$ cat config.mk
export PLATFORM = sky130hd
export DESIGN_NAME = fasta_residue_stream_parser_top
export DESIGN_NICKNAME = d
export VERILOG_FILES = /design/src/rtl/core/frsp_pkg.sv /design/src/rtl/core/fasta_residue_stream_parser_top.sv
export SDC_FILE = /design/constraint.sdc
export NUM_CORES = 1
export LEC_CHECK = 0
export BUFFER_PORTS_ARGS = -buffer_cell sky130_fd_sc_hd__buf_4
export CAP_MARGIN = 20
export CORE_MARGIN = 4
export CORE_UTILIZATION = 50
export CTS_CLUSTER_SIZE = 16
export DETAILED_ROUTE_END_ITERATION = 8
export PLACE_DENSITY = 0.68
export SLEW_MARGIN = 20
export SYNTH_ARGS = -nofsm -noshare
export SYNTH_HDL_FRONTEND = slang
export SYNTH_SLANG_ARGS = --single-unit
$ cat constraint.sdc
create_clock -name clock -period 33.7 [get_ports clock]
set_clock_uncertainty 0.1 [all_clocks]
set_input_delay 10.11 -clock clock [delete_from_list [all_inputs] [get_ports clock]]
set_output_delay 10.11 -clock clock [all_outputs]
set_load 0.1 [all_outputs]
$ cat src/rtl/core/frsp_pkg.sv
`timescale 1ns / 1ps
// frsp_pkg: shared types and constants of the fasta residue stream parser
// no dependencies

package frsp_pkg;

   // character codes the parser looks for
   localparam logic [7:0] CHAR_HEADER   = 8'h3E; // '>'
   localparam logic [7:0] CHAR_HASH     = 8'h23; // '#'
   localparam logic [7:0] CHAR_BANG     = 8'h21; // '!'
   localparam logic [7:0] CHAR_DASH     = 8'h2D; // '-'
   localparam logic [7:0] CHAR_STAR     = 8'h2A; // '*'
   localparam logic [7:0] CHAR_SEMI     = 8'h3B; // ';'
   localparam logic [7:0] CHAR_LF       = 8'h0A;
   localparam logic [7:0] CHAR_CR       = 8'h0D;
   localparam logic [7:0] CHAR_SPACE    = 8'h20;
   localparam logic [7:0] CHAR_TAB      = 8'h09;
   localparam logic [7:0] CHAR_VTAB     = 8'h0B;
   localparam logic [7:0] CHAR_FF       = 8'h0C;
   localparam logic [7:0] CASE_MASK     = 8'hDF;

   // configuration register indexes
   localparam logic [1:0] CSR_MARK_LOWERCASE = 2'd0;
   localparam logic [1:0] CSR_PARSE_GAPS     = 2'd1;
   localparam logic [1:0] CSR_SKIP_DATA      = 2'd2;

   typedef enum logic [2:0] {
      KIND_RESIDUE  = 3'd0,
      KIND_GAP      = 3'd1,
      KIND_INTERVAL = 3'd2,
      KIND_RECORD   = 3'd3,
      KIND_HEADER   = 3'd4,
      KIND_INVALID  = 3'd5,
      KIND_NOHEADER = 3'd6,
      KIND_DONE     = 3'd7
   } kind_type;

   typedef enum logic [4:0] {
      MODE_START   = 5'b00001,
      MODE_HEADER  = 5'b00010,
      MODE_COMMENT = 5'b00100,
      MODE_DATA    = 5'b01000,
      MODE_SKIP    = 5'b10000
   } line_mode_type;

   typedef struct packed {
      kind_type    kind;
      logic [7:0]  residue;
      logic [31:0] interval_start;
      logic [31:0] interval_end;
      logic [31:0] record_index;
      logic        last;
   } rsp_word_type;

endpackage

$ cat src/rtl/core/fasta_residue_stream_parser_top.sv
`timescale 1ns / 1ps
// fasta_residue_stream_parser_top: byte-wise fasta parser with result queue
// depends on frsp_pkg

// Takes a FASTA text one byte per word on the req_ stream and reports what
// each byte means on the rsp_ stream. The first byte of a line sets its kind:
// '>' opens a header (record start word, then every header byte passed
// through), '#' or '!' a comment, a line end an empty line, anything else a
// data line. Data letters come out upper-cased; '-' is a gap (parse_gaps) or
// a residue, '*' a residue, ';' drops the rest of its line, white space is
// dropped and anything else is reported as invalid. With mark_lowercase set,
// lower-case runs are reported as [start, end) residue intervals. Data before
// any header gives a no-header error and the block then ignores bytes until
// the end-of-stream word (req_tuser = 1), which closes an open run, reports
// done and makes the parser ready for a new stream (record count kept).
// Rate: each byte is decoded in the cycle it is accepted; its result words
// (none, one or two) go into a four-word output queue and a new byte is
// taken every cycle while the queue has room for two. If rsp_ never stalls,
// bytes giving one word stream at one per cycle; a byte closing a lower-case
// run (upper-case letter, record start, end of stream) gives two and can hold
// the stream when the queue fills. The user writes configuration through csr_
// only while the stream is idle (not enforced); no clearing needed after reset.

module fasta_residue_stream_parser_top
   import frsp_pkg::*;
#(
   parameter int POSITION_BITS = 32
) (
   input  logic          clock,
   input  logic          reset,
   // request stream
   input  logic          req_tvalid,
   output logic          req_tready,
   input  logic [7:0]    req_tdata,   // byte_in
   input  logic          req_tuser,   // action: 0 file byte, 1 end of stream
   // result stream
   output logic          rsp_tvalid,
   input  logic          rsp_tready,
   output logic [103:0]  rsp_tdata,   // residue, interval_start, interval_end,
                                      // record_index
   output logic [2:0]    rsp_tuser,   // kind
   output logic          rsp_tlast,   // last word caused by this byte
   // configuration write port
   input  logic          csr_we,
   input  logic [1:0]    csr_addr,
   input  logic          csr_wdata
);

   localparam int QUEUE_DEPTH = 4;

   // configuration
   logic mark_lowercase_ff, parse_gaps_ff, skip_data_ff;

   // parser state
   line_mode_type             line_mode_ff, line_mode_in;
   logic                      have_record_ff, have_record_in;
   logic                      halted_ff, halted_in;
   logic                      was_lower_ff, was_lower_in;
   logic [POSITION_BITS-1:0]  position_ff, position_in;
   logic [POSITION_BITS-1:0]  run_start_ff, run_start_in;
   logic [31:0]               record_count_ff, record_count_in;

   // result queue
   rsp_word_type queue_ff [QUEUE_DEPTH];
   logic [1:0]   wr_ptr_ff, rd_ptr_ff;
   logic [2:0]   count_ff, count_in;

   // decode outputs
   rsp_word_type slot_c [2];
   logic [1:0]   n_c;
   logic         accept, pop;
   logic [31:0]  position_lo, run_start_lo;

   // interval fields carry the low 32 bits of a position
   if (POSITION_BITS >= 32) begin : g_pos_wide
      assign position_lo  = position_ff[31:0];
      assign run_start_lo = run_start_ff[31:0];
   end else begin : g_pos_narrow
      assign position_lo  = {{(32-POSITION_BITS){1'b0}}, position_ff};
      assign run_start_lo = {{(32-POSITION_BITS){1'b0}}, run_start_ff};
   end

   assign req_tready = (count_ff <= 3'd2);
   assign accept     = req_tvalid && req_tready;
   assign pop        = rsp_tvalid && rsp_tready;

   always_comb begin
      logic [7:0]   b;
      logic         upper, lower, white, do_data;
      rsp_word_type w;
      line_mode_in    = line_mode_ff;
      have_record_in  = have_record_ff;
      halted_in       = halted_ff;
      was_lower_in    = was_lower_ff;
      position_in     = position_ff;
      run_start_in    = run_start_ff;
      record_count_in = record_count_ff;
      n_c             = 2'd0;
      slot_c[0]       = '0;
      slot_c[1]       = '0;
      b       = req_tdata;
      upper   = (b >= 8'h41) && (b <= 8'h5A);
      lower   = (b >= 8'h61) && (b <= 8'h7A);
      white   = (b == CHAR_SPACE) || (b == CHAR_TAB) || (b == CHAR_VTAB) ||
                (b == CHAR_FF);
      do_data = 1'b0;
      w       = '0;

      if (req_tuser) begin
         // end of stream: close an open run, then done
         if (have_record_ff && was_lower_ff) begin
            w                = '0;
            w.kind           = KIND_INTERVAL;
            w.interval_start = run_start_lo;
            w.interval_end   = position_lo;
            w.record_index   = record_count_ff;
            slot_c[n_c[0]]   = w;
            n_c              = n_c + 2'd1;
         end
         w              = '0;
         w.kind         = KIND_DONE;
         w.record_index = record_count_ff;
         slot_c[n_c[0]] = w;
         n_c            = n_c + 2'd1;
         line_mode_in   = MODE_START;
         have_record_in = 1'b0;
         halted_in      = 1'b0;
         was_lower_in   = 1'b0;
         position_in    = '0;
         run_start_in   = '0;
      end else if (halted_ff) begin
         // bytes ignored until end of stream
      end else if ((b == CHAR_LF) || (b == CHAR_CR)) begin
         line_mode_in = MODE_START;
      end else begin
         case (line_mode_ff)
            MODE_START: begin
               if (b == CHAR_HEADER) begin
                  if (have_record_ff && was_lower_ff) begin
                     w                = '0;
                     w.kind           = KIND_INTERVAL;
                     w.interval_start = run_start_lo;
                     w.interval_end   = position_lo;
                     w.record_index   = record_count_ff;
                     slot_c[n_c[0]]   = w;
                     n_c              = n_c + 2'd1;
                  end
                  record_count_in = record_count_ff + 32'd1;
                  have_record_in  = 1'b1;
                  was_lower_in    = 1'b0;
                  position_in     = '0;
                  run_start_in    = '0;
                  w               = '0;
                  w.kind          = KIND_RECORD;
                  w.record_index  = record_count_in;
                  slot_c[n_c[0]]  = w;
                  n_c             = n_c + 2'd1;
                  line_mode_in    = MODE_HEADER;
               end else if ((b == CHAR_HASH) || (b == CHAR_BANG)) begin
                  line_mode_in = MODE_COMMENT;
               end else if (!have_record_ff) begin
                  halted_in      = 1'b1;
                  w              = '0;
                  w.kind         = KIND_NOHEADER;
                  w.residue      = b;
                  w.record_index = record_count_ff;
                  slot_c[0]      = w;
                  n_c            = 2'd1;
                  line_mode_in   = MODE_SKIP;
               end else if (skip_data_ff) begin
                  line_mode_in = MODE_SKIP;
               end else begin
                  line_mode_in = MODE_DATA;
                  do_data      = 1'b1;
               end
            end
            MODE_HEADER: begin
               w              = '0;
               w.kind         = KIND_HEADER;
               w.residue      = b;
               w.record_index = record_count_ff;
               slot_c[0]      = w;
               n_c            = 2'd1;
            end
            MODE_DATA: begin
               do_data = 1'b1;
            end
            default: begin
               // comment and skipped lines give nothing
            end
         endcase

         if (do_data) begin
            w              = '0;
            w.record_index = record_count_ff;
            if (upper || lower) begin
               if (mark_lowercase_ff) begin
                  if (lower && !was_lower_ff) begin
                     run_start_in = position_ff;
                  end else if (!lower && was_lower_ff) begin
                     slot_c[0].kind           = KIND_INTERVAL;
                     slot_c[0].interval_start = run_start_lo;
                     slot_c[0].interval_end   = position_lo;
                     slot_c[0].record_index   = record_count_ff;
                     n_c                      = 2'd1;
                  end
                  was_lower_in = lower;
                  position_in  = position_ff + {{(POSITION_BITS-1){1'b0}}, 1'b1};
               end
               w.kind         = KIND_RESIDUE;
               w.residue      = b & CASE_MASK;
               slot_c[n_c[0]] = w;
               n_c            = n_c + 2'd1;
            end else if ((b == CHAR_DASH) && parse_gaps_ff) begin
               w.kind    = KIND_GAP;
               w.residue = b;
               slot_c[0] = w;
               n_c       = 2'd1;
            end else if ((b == CHAR_DASH) || (b == CHAR_STAR)) begin
               w.kind    = KIND_RESIDUE;
               w.residue = b;
               slot_c[0] = w;
               n_c       = 2'd1;
            end else if (b == CHAR_SEMI) begin
               line_mode_in = MODE_SKIP;
            end else if (white) begin
               // dropped
            end else begin
               w.kind    = KIND_INVALID;
               w.residue = b;
               slot_c[0] = w;
               n_c       = 2'd1;
            end
         end
      end

      // mark the final word of this byte
      if (n_c == 2'd2) begin
         slot_c[1].last = 1'b1;
      end else if (n_c == 2'd1) begin
         slot_c[0].last = 1'b1;
      end
   end

   // configuration registers
   always_ff @(posedge clock) begin
      if (reset) begin
         mark_lowercase_ff <= 1'b0;
         parse_gaps_ff     <= 1'b0;
         skip_data_ff      <= 1'b0;
      end else if (csr_we) begin
         case (csr_addr)
            CSR_MARK_LOWERCASE: mark_lowercase_ff <= csr_wdata;
            CSR_PARSE_GAPS:     parse_gaps_ff     <= csr_wdata;
            CSR_SKIP_DATA:      skip_data_ff      <= csr_wdata;
            default: begin
               // unmapped index, write ignored
            end
         endcase
      end
   end

   // parser state
   always_ff @(posedge clock) begin
      if (reset) begin
         line_mode_ff    <= MODE_START;
         have_record_ff  <= 1'b0;
         halted_ff       <= 1'b0;
         was_lower_ff    <= 1'b0;
         position_ff     <= '0;
         run_start_ff    <= '0;
         record_count_ff <= '0;
      end else if (accept) begin
         line_mode_ff    <= line_mode_in;
         have_record_ff  <= have_record_in;
         halted_ff       <= halted_in;
         was_lower_ff    <= was_lower_in;
         position_ff     <= position_in;
         run_start_ff    <= run_start_in;
         record_count_ff <= record_count_in;
      end
   end

   // result queue, up to two pushes and one pop a cycle
   always_comb begin
      count_in = count_ff;
      if (accept) begin
         count_in = count_in + {1'b0, n_c};
      end
      if (pop) begin
         count_in = count_in - 3'd1;
      end
   end

   always_ff @(posedge clock) begin
      if (reset) begin
         wr_ptr_ff <= '0;
         rd_ptr_ff <= '0;
         count_ff  <= '0;
      end else begin
         if (accept) begin
            wr_ptr_ff <= wr_ptr_ff + n_c;
         end
         if (pop) begin
            rd_ptr_ff <= rd_ptr_ff + 2'd1;
         end
         count_ff <= count_in;
      end
   end

   always_ff @(posedge clock) begin
      if (accept && (n_c != 2'd0)) begin
         queue_ff[wr_ptr_ff] <= slot_c[0];
      end
      if (accept && (n_c == 2'd2)) begin
         queue_ff[wr_ptr_ff + 2'd1] <= slot_c[1];
      end
   end

   assign rsp_tvalid = (count_ff != 3'd0);
   assign rsp_tuser  = queue_ff[rd_ptr_ff].kind;
   assign rsp_tlast  = queue_ff[rd_ptr_ff].last;
   assign rsp_tdata  = {queue_ff[rd_ptr_ff].record_index,
                        queue_ff[rd_ptr_ff].interval_end,
                        queue_ff[rd_ptr_ff].interval_start,
                        queue_ff[rd_ptr_ff].residue};

endmodule

; Yosys cells after proc, flatten, opt, wreduce, memory -nomap -nowiden
; Memory sizes are Yosys's and may differ from the RTL's. A register that Yosys moved wholly into a read port is not among the register bits.
; Cells that the tools add are included.
; Widths: inputs -> output; s select.
[totals]
regBits = 114
ram_bits = 432
input_bits = 17
out_inout_bits = 110
elab_cells = 247
mem_count = 1
[mem_list]
columns = memory, words, word_bits, read_ports, rd_ports_with_merged_regs, write_ports, line_no
row1 = queue_ff, 4, 108, 1, 1, 2, fasta_residue_stream_parser_top.sv:64  ; rsp_word_type queue_ff [QUEUE_DEPTH];
[classes]
n_addsub = 10
magnitude_cmp = 11
n_eq_ne = 21
n_mux = 151
n_bitwise = 6
n_reduce_logical = 34
[op_table]
columns = cell, count
row1 = $mux 108, 26
row2 = $mux 216, 4
row3 = $mux 96, 8
row4 = $bwmux 216, 3
row5 = $mux 32, 17
row6 = $demux 108 s1, 3
row7 = $pmux 108 s2, 1
row8 = $mux 107, 1
row9 = $mux 5, 13
row10 = $add 32x1->32 const B, 2
row11 = $eq 8x6->1 const B, 7
row12 = $mux 2, 26
row13 = $eq 8x4->1 const B, 5
row14 = $mux 1, 37
row15 = $mux 3, 10
row16 = $ge 8x7->1 const B, 2
row17 = $le 8x7->1 const B, 2
row18 = $logic_and 1x1->1, 13
row19 = $add 2x1->2 const B, 5
row20 = $reduce_and 2->1, 4
row21 = $logic_or 1x1->1, 7
row22 = $ge 2x2->1 const B, 3
row23 = $lt 2x1->1 const B, 3
row24 = $not 1->2, 3
row25 = other kinds (20), 28

; Longest topological paths before layout
; Gate-level depths: netlist of the first run.
[depth]
ltp_word = 34
ltp_mapped = 17

; Worst setup path after synthesis of the first run
; OpenSTA, ideal clock, no wires.
[synth_path]
path_type = input-to-reg
startpoint = input req_tdata[6]
endpoint = memory queue_ff[1][0] (netlist bit), enable pin
setup_ns = 0.707
t_arrival_ns = 19.229
required_time_ns = 32.893
setup_slack_ns = 13.664
cell_stages = 10
n_path_buf = 3
path_cell_list = or2_1 > buf_2 > or4_1 > buf_2 > nor3_2 > a311oi_1 > o21a_4 > clkbuf_1 > o21a_1 > nor3_1
[synth_lines]
columns = element, line_no
row1 = from (decl), fasta_residue_stream_parser_top.sv:34  ; input logic [7:0] req_tdata,
row2 = to (decl), fasta_residue_stream_parser_top.sv:64

==> results of run 1 <==
-- layout by cell type, fill, tap and decap left out, drive strengths merged, types with 15 or more instances in the layout --
master and count:
edfxtp 432, and3 293, buf 156, o21ai 123, nor2 118, dfxtp 116
a21oi 112, mux4 108, nand2 101, clkbuf 78, nand3 47, nor3 44
mux2i 42, a22oi 39, a22o 33, o22a 32, a31oi 29, nor2b 27
or3 27, nand4 21, xnor2 19, clkinv 17, mux2 16, a211oi 15
-- power groups by stage --
stage / combinational [W] / clock (W) / sequential (W)
3_5_place_dp: 0.00104 / 0 / 0.000849
3_3_place_gp: 0.00104 / 0 / 0.000845
4_1_cts: 0.00105 / 0.000679 / 0.000835
6_report: 0.00104 / 0.000670 / 0.000833
5_1_grt: 0.00107 / 0.000709 / 0.000839
2_1_floorplan: 0.000820 / 0 / 0.000844
-- stage by stage --
stage	util	std cells
2_1_floorplan	-	2205
3_3_place_gp	0.532	2836
3_5_place_dp	0.532	2837
4_1_cts	0.570	2947
5_1_grt	0.571	2947
6_report	0.571	2947
-- layer usage --
layer  track usage  vias to the layer above  routed length (um)
met5             0                        -                   0
met1         0.338                     9595               29700
met2         0.422                      962               36400
met4        0.0841                        0                2450
met3        0.0501                      167                6060
li1              -                     8644                   -
-- area by class of cell --
cell class / count / share of cell area
Tap cell: 688 / 0.0284
Inverter: 13 / 0.00178
Timing Repair Buffer: 156 / 0.0390
Clock inverter: 32 / 0.0138
Sequential cell: 548 / 0.505
Clock buffer: 78 / 0.0524
Multi-Input combinational cell: 1432 / 0.359
-- worst min-delay path, cell delays in order, from the launching register on --
cell	delay [ps]
dfxtp_1	320
nand2_1	60
a21oi_1	50
-- logic make-up after synthesis --
group                      Yosys count  synth area share
buffers and inverters              225            0.0352
and+or+nand+nor                    747             0.154
xor gates and xnor gates            26           0.00842
muxes                              166             0.112
AOI/OAI and AO/OA                  485             0.121
adders and majority gates            8           0.00398
DFF                                548             0.566
-- final timing paths --
path                                        to  slack [ps]  cells past startpoint
hold / removal    line_mode_ff[4]$_SDFFE_PP0P_         380                      2
setup reg to reg     queue_ff[2][14]$_DFFE_PP_       27680                     10
hold reg to reg   line_mode_ff[4]$_SDFFE_PP0P_         380                      2
setup / recovery     queue_ff[2][14]$_DFFE_PP_       18500                     12
-- state kept, by name, indices dropped and copies added, names as in the netlist, named ones only --
| name | flops |
|---|---|
| queue_ff | 432 |
| was_lower_ff | 1 |
| halted_ff | 1 |
| have_record_ff | 1 |
| record_count_ff | 32 |
| line_mode_ff | 5 |
| position_ff | 32 |
| count_ff | 3 |
| run_start_ff | 32 |
| wr_ptr_ff | 2 |
| mark_lowercase_ff | 1 |
| parse_gaps_ff | 1 |
| skip_data_ff | 1 |
| rd_ptr_ff | 2 |
==> impl_metrics.csv, run 1 <==
group,metric,value,unit
synthesis,netlist.area_leader.share,0.480,
power,ir_worst_vdd,0.0939,mV
synthesis,seq_area_frac_synth,0.566,
synthesis,syn_area,0.0270,mm^2
synthesis,syn_nets,2230,
floorplanning,die_height,241,um
timing,hold_viol,0,
setup_path,cp_max_fo,131,
drt,dr.pass1.iters,6,
timing,rsz0062_at_grt,"false",
grt,antenna_found_initial,0,
cts,numCtsBuffers,58,
cts,cts_resized,0,
timing,setup_slack,18500,ps
power,fin_total_pwr,0.00254,W
floorplanning,dieArea,0.0579,mm^2
cts,htree_levels,2,
finish,area_growth,12.0,%
synthesis,synth_top_cell_by_area,"edfxtp_1",
power,combinationalPowerShare,0.409,
finish,multiInputGateArea,0.0109,mm^2
floorplanning,rows,84,
synthesis,ys_top_cells_by_count,"432 x edfxtp_1, 293 x and3_1, 160 x clkbuf_1, 116 x dfxtp_1, 115 x nor2_1",
finish,final_nets,2234,
synthesis,syn_inst,2205,
timing,fin_tns_setup,0,ps
min_path,hold_class,"reg2reg",
drt,wl,74600,um
setup_path,cpLargestDelayFamily,"buffers and inverters",
drt,routedWlPerCell,25.3,um
timing,fin_crit,15200,ps
timing,max_clock_freq,0.0658,GHz
grt,grt_max_degree,173,
drt,drc,0,
setup_path,r2r-start,"was_lower_ff$_SDFFE_PP0P_",
synthesis,ys_warn_count,0,
drt,ant_nets,0,
cts,cts_tree,"built",
finish,drive_above_1_share,0.191,
grt,grt_pass1_wl,113000,um
placed_design,post-place-ws,17930,ps
grt,grtUsageTotal,0.253,
grt,grt_pass1_vias,18800,
cts,hold_buffers,0,
cts,clock_latency,620,ps
placed_design,place_congestion,0.939,
setup_path,slowest_delay,830,ps
floorplanning,ios,127,
setup_path,cp_common_cell,"buf_4",
placed_design,port_buffers,126,
cts,clk_pin_slew,60,ps
synthesis,synth_seq_cells,548,
setup_path,cp-start-kind,"input port",
placed_design,dpl.hpwl,46000,um
cts,post_cts_buffers,0,
timing,drv_slew,0,
finish,antenna_cells,0,
min_path,min_from,"line_mode_ff[4]$_SDFFE_PP0P_",
timing,fin_crit_sh,0.451,
floorplanning,coreArea,0.0531,mm^2
grt,overflow,0,
timing,whs,378,ps
floorplanning,start_util,0.510,
setup_path,path_buf_inv,5,
synthesis,syn-mean-instance-area,12.3,um^2
drt,viasPerCell,6.57,
setup_path,cp-end-kind,"flop",
setup_path,crit_start,"req_tdata[6]",
power,p_switching,0.00110,W
finish,layout.area.seq,0.0153,mm^2
cts,clock-sinks,548,
synthesis,synth_edf_count,432,
power,p_seq_frac,0.328,
power,internal_power,0.00144,W
setup_path,worstSetupPathType,"in2reg",
setup_path,cpMaxStageDelayCell,"buf_4",
power,switching_share,0.434,
setup_path,arrival,15340,ps
timing,setup_viol,0,
drt,vias,19400,
drt,drt_iter0_markers,2409,
synthesis,post-synth-top-count-cell,"edfxtp_1",
job,drv_cap,0,
setup_path,cp_cell_sequence,"buf_4, or2_1, nor4_1, buf_4, nand4_1, nor2b_1, o21a_4, inv_6, nand2_8, o211ai_1, buf_4, buf_4",
finish,fin_area,0.0303,mm^2
floorplanning,chipWidth,241,um
power,power_frac_clock,0.264,
timing,tightestPinTransition,1060,ps
placed_design,placed_cell_area,0.0283,mm^2
run_status,status,"completed",
cts,cts_root_buf,"clkbuf_16",
synthesis,ys_types,92,
finish,fillers,4229,
timing,maxSlewHeadroom,0.293,
power,p_leak,11.2,nW
synthesis,async_flop_share,0,
power,p_per_area,83.9,mW/mm^2
cts,clk_path_buf_depth,3,
synthesis,yosys-top-cells-area,"edfxtp_1 48%, mux4_2 9.0%, dfxtp_1 8.6%",
setup_path,cp_data_required_time,33840,ps
synthesis,ys.flop_type,"edfxtp_1",
Note: power is estimated with default switching activity, not from simulation.
==> run 2: changes to the inputs <==
==> constraint.sdc (replaced) <==
create_clock -name clock -period 15.6 [get_ports clock]
set_clock_uncertainty 0.1 [all_clocks]
set_input_delay 4.68 -clock clock [delete_from_list [all_inputs] [get_ports clock]]
set_output_delay 4.68 -clock clock [all_outputs]
set_load 0.1 [all_outputs]
==> run 2 against run 1 <==
Against the previous run:
- worst hold slack worse by 9.1 ps
- die area unchanged
- setup slack worse by 13000 ps
- utilization about the same
- cell count down 0.17%
- power up 120%
- clock power up 110%
- critical endpoint is now queue_ff[2][20]$_DFFE_PP_
- highest routed layer unchanged
==> impl_metrics.csv, run 2 (synthesized netlist as in run 1, its figures left out) <==
group,metric,value,unit
floorplanning,ios,127,
setup_path,cp_data_required_time,15750,ps
drt,ant_nets,0,
timing,fin_crit,9820,ps
power,ir_worst_vdd,0.173,mV
finish,largest_reg_flops,432,
job,drv_cap,0,
finish,area_growth,11.9,%
floorplanning,dieArea,0.0579,mm^2
grt,grt_pass1_wl,113000,um
floorplanning,rows,84,
cts,post_cts_buffers,0,
finish,fin_area,0.0303,mm^2
placed_design,placed_cell_area,0.0283,mm^2
grt,grtUsageTotal,0.253,
cts,clock-sinks,548,
timing,fin_crit_sh,0.630,
floorplanning,coreArea,0.0531,mm^2
min_path,hold_class,"reg2reg",
setup_path,arrival,9970,ps
cts,clock_latency,630,ps
drt,routedWlPerCell,25.5,um
drt,dr.pass1.iters,6,
drt,drc,0,
cts,cts_root_buf,"clkbuf_16",
cts,clk_path_buf_depth,3,
finish,mostFrequentLayoutCells,"432 x edfxtp_1, 293 x and3_1, 153 x buf_4, 114 x nor2_1, 114 x dfxtp_1",
timing,setup_viol,0,
finish,final_nets,2232,
grt,grt_max_degree,173,
drt,wl,74900,um
timing,drv_slew,0,
setup_path,cp-end-kind,"flop",
run_status,status,"completed",
cts,cts_tree,"built",
floorplanning,chipWidth,241,um
grt,overflow,0,
finish,layout.area.seq,0.0153,mm^2
cts,cts_resized,0,
setup_path,cp-start-kind,"input port",
finish,regMostFlops,"queue_ff",
finish,antenna_cells,0,
cts,clk_pin_slew,60,ps
timing,max_clock_freq,0.102,GHz
grt,antenna_found_initial,0,
grt,grt_pass1_vias,18900,
finish,final_common_cell,"edfxtp_1",
floorplanning,start_util,0.510,
setup_path,worstSetupPathType,"in2reg",
power,p_per_area,181,mW/mm^2
timing,maxSlewHeadroom,0.244,
finish,drive_above_1_share,0.193,
placed_design,port_buffers,126,
cts,numCtsBuffers,56,
setup_path,cp_max_fo,131,
drt,drt_iter0_markers,2418,
drt,vias,19200,
timing,hold_viol,0,
finish,fillers,4270,
drt,viasPerCell,6.52,
floorplanning,die_height,241,um
placed_design,place_congestion,0.940,
timing,tightestPinTransition,1130,ps
timing,rsz0062_at_grt,"false",
cts,htree_levels,2,
placed_design,dpl.hpwl,46200,um
power,p_leak,11.2,nW
cts,hold_buffers,0,
timing,fin_tns_setup,0,ps
finish,multiInputGateArea,0.0109,mm^2
-- run 2: changes by cell type in the layout (fill, tap and decap cells not counted), moves of 2 or more --
cell | previous run | this run
bufinv_16 | 9 | 6
clkinv_1 | 9 | 3
clkinv_2 | 7 | 10
clkbuf_8 | 4 | 12
clkinvlp_2 | 2 | 0
clkbuf_1 | 15 | 12
-- run 2: layer usage --
metal | share of wire | wire [um] | GRT usage | vias to the layer above
met5 | 0 | 0 | 0 | -
met4 | 0.033 | 2490 | 0.0899 | 0
met3 | 0.069 | 5140 | 0.0337 | 162
met2 | 0.49 | 37000 | 0.425 | 876
met1 | 0.40 | 30200 | 0.344 | 9541
li1 | - | - | - | 8617
-- run 2: power by group --
group	switching (W)	internal (W)	leakage, nW	total, W
combinational	0.00175	0.000503	5.35	0.00225
clock	0.000578	0.000844	0.970	0.00142
sequential	0.0000635	0.00174	4.84	0.00180
-- run 2: final timing paths --
check / from / end / slack (ps) / cells after the start
setup / recovery: req_tdata[6] / queue_ff[2][20]$_DFFE_PP_ / 5780 / 13
hold / removal: line_mode_ff[4]$_SDFFE_PP0P_ / line_mode_ff[4]$_SDFFE_PP0P_ / 370 / 2
setup reg to reg: was_lower_ff$_SDFFE_PP0P_ / queue_ff[2][20]$_DFFE_PP_ / 9520 / 11
hold reg to reg: line_mode_ff[4]$_SDFFE_PP0P_ / line_mode_ff[4]$_SDFFE_PP0P_ / 370 / 2
-- run 2: area by class of cell --
cell class / instances / area share
clock buffers: 83 / 0.0552
clock inverters: 22 / 0.0103
inverters: 13 / 0.00178
multi-input cells: 1432 / 0.360
flip-flops and latches: 548 / 0.506
well taps: 688 / 0.0284
repair buffers: 156 / 0.0391
-- run 2: per-stage QoR --
stage	cells	setup WS (ps)	hold slack, ps	power (W)	util
2_1_floorplan	2205	994	344	0.00359	-
3_3_place_gp	2836	5330	359	0.00408	0.532
3_5_place_dp	2837	5200	363	0.00409	0.532
4_1_cts	2942	5850	370	0.00551	0.570
5_1_grt	2942	5450	396	0.00564	0.570
6_report	2942	5780	369	0.00547	0.570
-- run 2: critical path: stages --
cell      delay [ps]
buf_4            140
or2_1            320
nor4_1           310
buf_4            230
nand4_1          520
nor2b_1          500
o21a_4           360
inv_6            710
nand2_2           70
buf_4            310
o211ai_1         150
buf_4            700
buf_4            840
==> run 3: changes to the inputs <==
--- a/config.mk
+++ b/config.mk
@@ -11,7 +11,7 @@
 export CORE_UTILIZATION = 50
 export CTS_CLUSTER_SIZE = 16
 export DETAILED_ROUTE_END_ITERATION = 8
-export PLACE_DENSITY = 0.68
+export PLACE_DENSITY = 0.71
 export SLEW_MARGIN = 20
 export SYNTH_ARGS = -nofsm -noshare
 export SYNTH_HDL_FRONTEND = slang
==> constraint.sdc (replaced) <==
create_clock -name clock -period 8.7 [get_ports clock]
set_clock_uncertainty 0.1 [all_clocks]
set_input_delay 2.61 -clock clock [delete_from_list [all_inputs] [get_ports clock]]
set_output_delay 2.61 -clock clock [all_outputs]
set_load 0.1 [all_outputs]
==> run 3 against run 2 <==
Against the previous run:
- die area unchanged
- worst hold slack improved by 10 ps
- count of clock-buffer cells in the layout shrank 9
- cell count is 0.17% higher
- register-to-register slack got worse by 6100 ps
- non-clock buffer count is 1 higher
- via count rose by 1.6%
- combinational power increased by 78%
- power rose by 81%
- clock power increased by 85%
- utilization up 0.22 points
- cell area up 0.39%
- critical endpoint is now queue_ff[2][65]$_SDFFCE_PP0P_
- largest cell class unchanged
==> impl_metrics.csv, run 3 (synthesized netlist as in run 1, its figures left out) <==
group,metric,value,unit
run_status,status,"completed",
power,p_per_area,325,mW/mm^2
cts,cts_resized,0,
drt,dr.pass1.iters,6,
power,ir_worst_vdd,0.303,mV
floorplanning,die_height,241,um
drt,ant_nets,0,
placed_design,place_congestion,0.918,
drt,routedWlPerCell,25.3,um
job,drv_cap,0,
grt,grt_pass1_vias,19100,
setup_path,r2r-start,"have_record_ff$_SDFFE_PP0P_",
setup_path,r2r_end,"queue_ff[2][65]$_SDFFCE_PP0P_",
min_path,hold_class,"reg2reg",
drt,drt_iter0_markers,2395,
finish,final_common_cell,"edfxtp_1",
grt,grtUsageMet2,0.432,
timing,max_clock_freq,0.140,GHz
finish,area_growth,12.3,%
finish,multiInputGateArea,0.0109,mm^2
setup_path,cp-end-kind,"flop",
floorplanning,coreArea,0.0531,mm^2
cts,clk_path_buf_depth,3,
setup_path,cp_common_cell,"buf_4",
grt,grt_max_degree,169,
timing,drv_slew,0,
setup_path,cp_data_required_time,8860,ps
setup_path,cp_max_fo,135,
min_path,min_from,"line_mode_ff[4]$_SDFFE_PP0P_",
cts,cts_root_buf,"clkbuf_16",
setup_path,timing.reg2reg.setup_slack,3390,ps
setup_path,worstSetupPathType,"in2reg",
finish,drive_above_1_share,0.197,
grt,grtUsageTotal,0.254,
power,p_leak,11.2,nW
cts,htree_levels,2,
setup_path,arrival,7320,ps
cts,hold_buffers,0,
drt,drc,0,
floorplanning,rows,84,
floorplanning,chipWidth,241,um
min_path,hold-path-endpoint,"line_mode_ff[4]$_SDFFE_PP0P_",
finish,layout.area.seq,0.0153,mm^2
cts,clock-sinks,548,
setup_path,slowest_delay,770,ps
placed_design,dpl.hpwl,46200,um
cts,clock_latency,650,ps
finish,regMostFlops,"queue_ff",
timing,maxSlewHeadroom,0.249,
timing,setup_viol,0,
finish,fillers,4217,
grt,grt.met3_usage,0.0398,
timing,fin_crit_sh,0.824,
finish,largest_reg_flops,432,
finish,antenna_cells,0,
cts,post_cts_buffers,0,
floorplanning,start_util,0.510,
finish,mostFrequentLayoutCells,"432 x edfxtp_1, 292 x and3_1, 154 x buf_4, 114 x nor2_1, 114 x dfxtp_1",
drt,wl,74700,um
grt,met1_usage,0.334,
setup_path,cp_cell_sequence,"buf_4, or2_1, nor4_1, buf_4, nand4_1, nor2b_1, o21a_4, inv_6, nand2_2, o211ai_1, buf_4",
floorplanning,ios,127,
finish,utilization,0.572,
setup_path,rr_worst_depth,9,
timing,fin_crit,7170,ps
min_path,whs_path_depth,2,
grt,antenna_found_initial,0,
placed_design,port_buffers,126,
cts,numCtsBuffers,58,
placed_design,place_inst,2837,
floorplanning,dieArea,0.0579,mm^2
finish,final_nets,2235,
setup_path,cpMaxStageDelayCell,"buf_4",
setup_path,cp-start-kind,"input port",
cts,cts_tree,"built",
drt,vias,19500,
drt,viasPerCell,6.62,
grt,grt_pass1_wl,114000,um
timing,tightestPinTransition,1120,ps
grt,overflow,0,
timing,hold_viol,0,
timing,rsz0062_at_grt,"false",
grt,busiest_layer,"met2",
finish,instances_no_fill,2947,
cts,clk_pin_slew,60,ps
==> run 3: changes by cell type in the layout (fill, tap and decap cells not counted), moves of 2 or more <==
cell       previous run  this run
clkinv_2             10        16
buf_6                 3         1
clkinv_1              3         7
bufinv_16             6         8
clkbuf_1             12         8
clkbuf_8             12         7
==> run 3: layer usage <==
metal	up-vias	wire [um]	share of wire
li1	8639	-	-
met1	9738	29100	0.39
met2	936	37000	0.50
met3	184	5950	0.080
met4	0	2690	0.036
met5	-	0	0
==> run 3: final cells by class <==
cell class | count | area share
clock buffer | 74 | 0.0528
clock inverter | 35 | 0.0145
inverter | 13 | 0.00177
multi-input combinational | 1432 | 0.359
sequential | 548 | 0.504
tap | 688 | 0.0283
timing repair buffer | 157 | 0.0396
==> run 3: how the worst max path moves through the flow <==
stage / depth (start not counted) / from / to
detailed placement: 11 / req_tdata[6] / queue_ff[2][54]$_SDFFCE_PP0P_
CTS: 11 / req_tdata[6] / queue_ff[2][56]$_SDFFCE_PP0P_
floorplan: 9 / req_tdata[6] / queue_ff[0][0]$_DFFE_PP_
finish: 11 / req_tdata[6] / queue_ff[2][65]$_SDFFCE_PP0P_
global route: 11 / req_tdata[6] / queue_ff[2][51]$_SDFFCE_PP0P_
global placement: 11 / req_tdata[6] / queue_ff[2][82]$_SDFFCE_PP0P_
==> run 3: power by group <==
part / internal (W) / switching, W
clock: 0.00155 / 0.00108
combinational: 0.000911 / 0.00309
sequential: 0.00311 / 0.000144
==> run 3: per-stage QoR <==
| stage | power [W] | hold WS [ps] | area [um^2] | setup TNS, ps | worst slack [ps] |
|---|---|---|---|---|---|
| floorplan | 0.00644 | 344 | 27100 | -248640 | -1150 |
| global placement | 0.00731 | 366 | 28300 | 0 | 1070 |
| detailed placement | 0.00734 | 375 | 28300 | 0 | 942 |
| CTS | 0.00995 | 380 | 30300 | 0 | 1610 |
| global route | 0.0102 | 423 | 30400 | 0 | 1230 |
| finish | 0.00988 | 380 | 30400 | 0 | 1530 |
==> run 3: critical path, delay by kind of cell <==
family                 cells  cell delay [ps]
AO/OA/AOI/OAI              2              610
buffers and inverters      4             1850
AND/OR/NAND/NOR            5             2130
